===== src/sv/i2cslb_ram.sv =====
// ---------------------------------------------------------------------------
// i2c slave buffer store ram
// single-port ram with registered read
// ---------------------------------------------------------------------------
`default_nettype none

module i2cslb_ram #(
  parameter int WIDTH = 8,
  parameter int DEPTH = 512
) (
  input  wire logic                     clk,
  input  wire logic                     en,
  input  wire logic                     we,
  input  wire logic [$clog2(DEPTH)-1:0] addr,
  input  wire logic [WIDTH-1:0]         wr_data,
  output logic      [WIDTH-1:0]         rd_data
);

  logic [WIDTH-1:0] mem_r [DEPTH];
  logic [WIDTH-1:0] rd_data_r;

  // read data holds while no read is issued
  always_ff @(posedge clk) begin
    if (en) begin
      if (we) begin
        mem_r[addr] <= wr_data;
      end else begin
        rd_data_r <= mem_r[addr];
      end
    end
  end

  assign rd_data = rd_data_r;

endmodule

`default_nettype wire


===== config.mk =====
export PLATFORM = sky130hd
export DESIGN_NAME = i2cslb_ram
export DESIGN_NICKNAME = d
export VERILOG_FILES = /design/src/sv/i2cslb_ram.sv
export SDC_FILE = /design/constraint.sdc
export NUM_CORES = 2
export LEC_CHECK = 0
export BUFFER_PORTS_ARGS = -buffer_cell sky130_fd_sc_hd__buf_2
export CORE_ASPECT_RATIO = 0.6
export CORE_MARGIN = 2
export CORE_UTILIZATION = 50
export DETAILED_ROUTE_END_ITERATION = 10
export PLACE_DENSITY = 0.65
export SETUP_SLACK_MARGIN = 0.4
export SYNTH_ARGS = -nofsm -noshare
export SYNTH_HDL_FRONTEND = slang
export SYNTH_SLANG_ARGS = --single-unit

===== constraint.sdc =====
create_clock -name clk -period 4.3 [get_ports clk]
set_input_delay 0.645 -clock clk [delete_from_list [all_inputs] [get_ports clk]]
set_output_delay 0.645 -clock clk [all_outputs]
set_load 0.005 [all_outputs]

==> flow_summary_export.csv <==
group,metric,value,unit
worst_hold_path,worstHoldPathType,"in2reg",
synthesis,synth-simple-area-share,0.0271,
place,place_ws,-406,ps
finish,nNetsFinal,8291,
finish,seqCellArea,123000,um2
synthesis,syn_area_per_cell,21.1,um2
critical_path,rrSetupSlack,340,ps
timing,setup_ws,340,ps
job,drv_cap,0,
place,placed_cell_area,170000,um2
clocking,cts_buffers,354,
timing,min_period,3960,ps
synthesis,syn_area,159000,um2
timing,max_slew_margin,0.0618,
synthesis,syn_inst,7539,
synthesis,yosys_register_bits,4104,
critical_path,startpoint_type,"register",
floorplanning,start_util,0.502,
synthesis,synthAdderAreaFrac,0,
global_route,antenna_found_initial,36,
global_route,overflow,0,
floorplanning,rows,160,
run_status,status,"finished, final reports clean",
timing,finalSetupTns,0,ps
floorplanning,die_area,323000,um2
power,p_seq_frac,0.549,
synthesis,async_flop_share,0,
clocking,clkSlewWorstSetupHoldPaths,70,ps
power,power.share.switching,0.215,
floorplanning,ios,28,
clocking,tritoncts,"built",
drt,drtAntennaViolNets,0,
power,peakVddDrop,371,uV
critical_path,critical_path_required,4960,ps
clocking,cts.sinks,4104,
drt,post_drt_wl_per_cell,35.8,um
synthesis,synth_top_family_by_area,"multiplexers",
power,switching_power,0.0172,W
synthesis,ys_seq_area_frac,0.774,
place,post-dp-hpwl,303000,um
global_route,grt_usage,0.281,
critical_path,cp.arrival,4620,ps
place,portBuffers,27,
drt,vias,83930,
finish,multi_input_area,33800,um2
clocking,clockBufferDepth,4,
finish,nFillCells,22837,
power,power_density,442,nW/um2
critical_path,worstSetupPathType,"reg2reg",
synthesis,synth_xor_area_frac,0,
global_route,grt_pass1_wl,637000,um
synthesis,synth_compound_area_frac,0.0240,
drt,drc,0,
finish,fin_util,0.572,
drt,viasPerCell,6.57,
power,power,0.0802,W
timing,period_share,0.921,
timing,drv_slew,0,
critical_path,worstPathMaxFanout,1,
finish,fin_area,181000,um2
floorplanning,core-area,317000,um2
power,power.share.clock,0.398,
synthesis,syn-num-nets,7559,
clocking,h-tree-depth,5,
finish,area_growth,13.8,%
power,cellInternalPower,0.0630,W
finish,final_cell_mix,"edfxtp_1 (4,104), mux4_2 (896), buf_4 (698), nor2_1 (567), mux2i_1 (467)",
timing,fmax,0.253,GHz
synthesis,ys_dominant_reg_cell,"edfxtp_1",
timing,setup_violations,0,
timing,rsz0062_at_grt,"false",
power,comb_power_share,0.053,
synthesis,yosysWarningCount,0,
timing,tightest_slew,1390,ps
synthesis,ys_types,69,
timing,hold_viol_final,0,
clocking,clock_latency,920,ps
critical_path,cp-end-kind,"register",
clocking,cts_root_buf,"clkbuf_16",
drt,wl,458000,um
place,finalWeightedCongestion,0.973,
drt,drtPass1Iterations,9,
global_route,grt_max_degree,193,
timing,clock_skew,43.7,ps
synthesis,synth_mux_area_frac,0.159,
finish,post_route_cells_drive_above_1_share,0.269,
synthesis,synth_enable_flop_cells,4104,
finish,mostFrequentLayoutCell,"edfxtp_1",
drt,drtIter0Drc,14670,
floorplanning,die_w,733,um
power,p_leak,58.0,nW
global_route,grt_pass1_vias,80234,
floorplanning,die_y,441,um
## flip-flops by register name, indices dropped and copies added, names as in the netlist
signal / cells
mem_r: 4096
rd_data: 8
## area by class of cell
| type | instances | area share |
|---|---|---|
| clock buffer | 428 | 0.0513 |
| multi-input combinational | 2961 | 0.186 |
| timing repair buffer | 831 | 0.0421 |
| tap | 4212 | 0.0291 |
| clock inverter | 209 | 0.0107 |
| antenna | 15 | 0.000207 |
| sequential | 4104 | 0.680 |
| inverter | 19 | 0.000476 |
## Yosys cell counts, drive strengths merged, types with 18 or more instances
master / n / share of area
a22oi: 88 / 0.0041
nor2: 573 / 0.014
mux4: 900 / 0.13
edfxtp: 4104 / 0.77
nand3: 68 / 0.0021
o211ai: 20 / 0.00094
a211oi: 22 / 0.0010
inv: 19 / 0.00046
nand4: 58 / 0.0023
buf: 311 / 0.012
a22o: 18 / 0.00099
nor4: 21 / 0.00083
mux2i: 468 / 0.029
o21ai: 90 / 0.0028
nand2: 149 / 0.0035
o22ai: 174 / 0.0068
mux2: 38 / 0.0027
a21oi: 74 / 0.0023
clkbuf: 144 / 0.0034
## metal layers
layer / share of wire / vias to the layer above / GRT usage
met4: 0.026 / 18 / 0.0650
met2: 0.40 / 6099 / 0.365
met1: 0.41 / 44181 / 0.436
met3: 0.17 / 703 / 0.123
li1: - / 32929 / -
met5: 0.00026 / - / 0
## cell families (layout without fill, tap and decap cells)
group | Yosys count | in the layout
other | 0 | 15
and+or+nand+nor | 979 | 979
DFF | 4104 | 4104
muxes | 1406 | 1406
AOI/OAI and AO/OA | 576 | 576
buffers and inverters | 474 | 1487
## timing repair
| item | in CTS | in global routing |
|---|---|---|
| buffers inserted | 0 | 0 |
| hold buffers | 0 | 0 |
| gates resized for setup | 1 | 2 |
| pin swaps | 0 | 0 |
| setup endpoints to repair | 1 | 2 |
## critical path, stage by stage, from the launching register on
cell,delay [ps]
edfxtp_1,380
mux4_2,500
mux2i_4,360
buf_4,200
o22ai_1,340
or4_1,900
a21oi_1,240
nand4_1,300
or4_1,480
## final timing paths
kind,from,to,depth (start not counted)
max reg2reg,mem_r[445][7],rd_data[7],8
min,wr_data[4],mem_r[189][4],1
max,mem_r[445][7],rd_data[7],8
min reg2reg,mem_r[367][1],rd_data[1],5
## power groups by stage
stage               Sequential (W)  Clock, W  Combinational [W]
global route                0.0440    0.0337            0.00436
CTS                         0.0440    0.0322            0.00414
floorplan                   0.0449         0            0.00194
finish                      0.0440    0.0319            0.00423
global placement            0.0449         0            0.00406
detailed placement          0.0449         0            0.00413
## stage by stage
stage | std cells | hold WS, ps
after global placement | 12127 | 1040
final | 12779 | 132
after CTS | 12764 | 82.5
after detailed placement | 12127 | 1050
after floorplan | 7539 | 744
after global routing | 12764 | 101
Note: power is estimated with default switching activity, not from simulation.
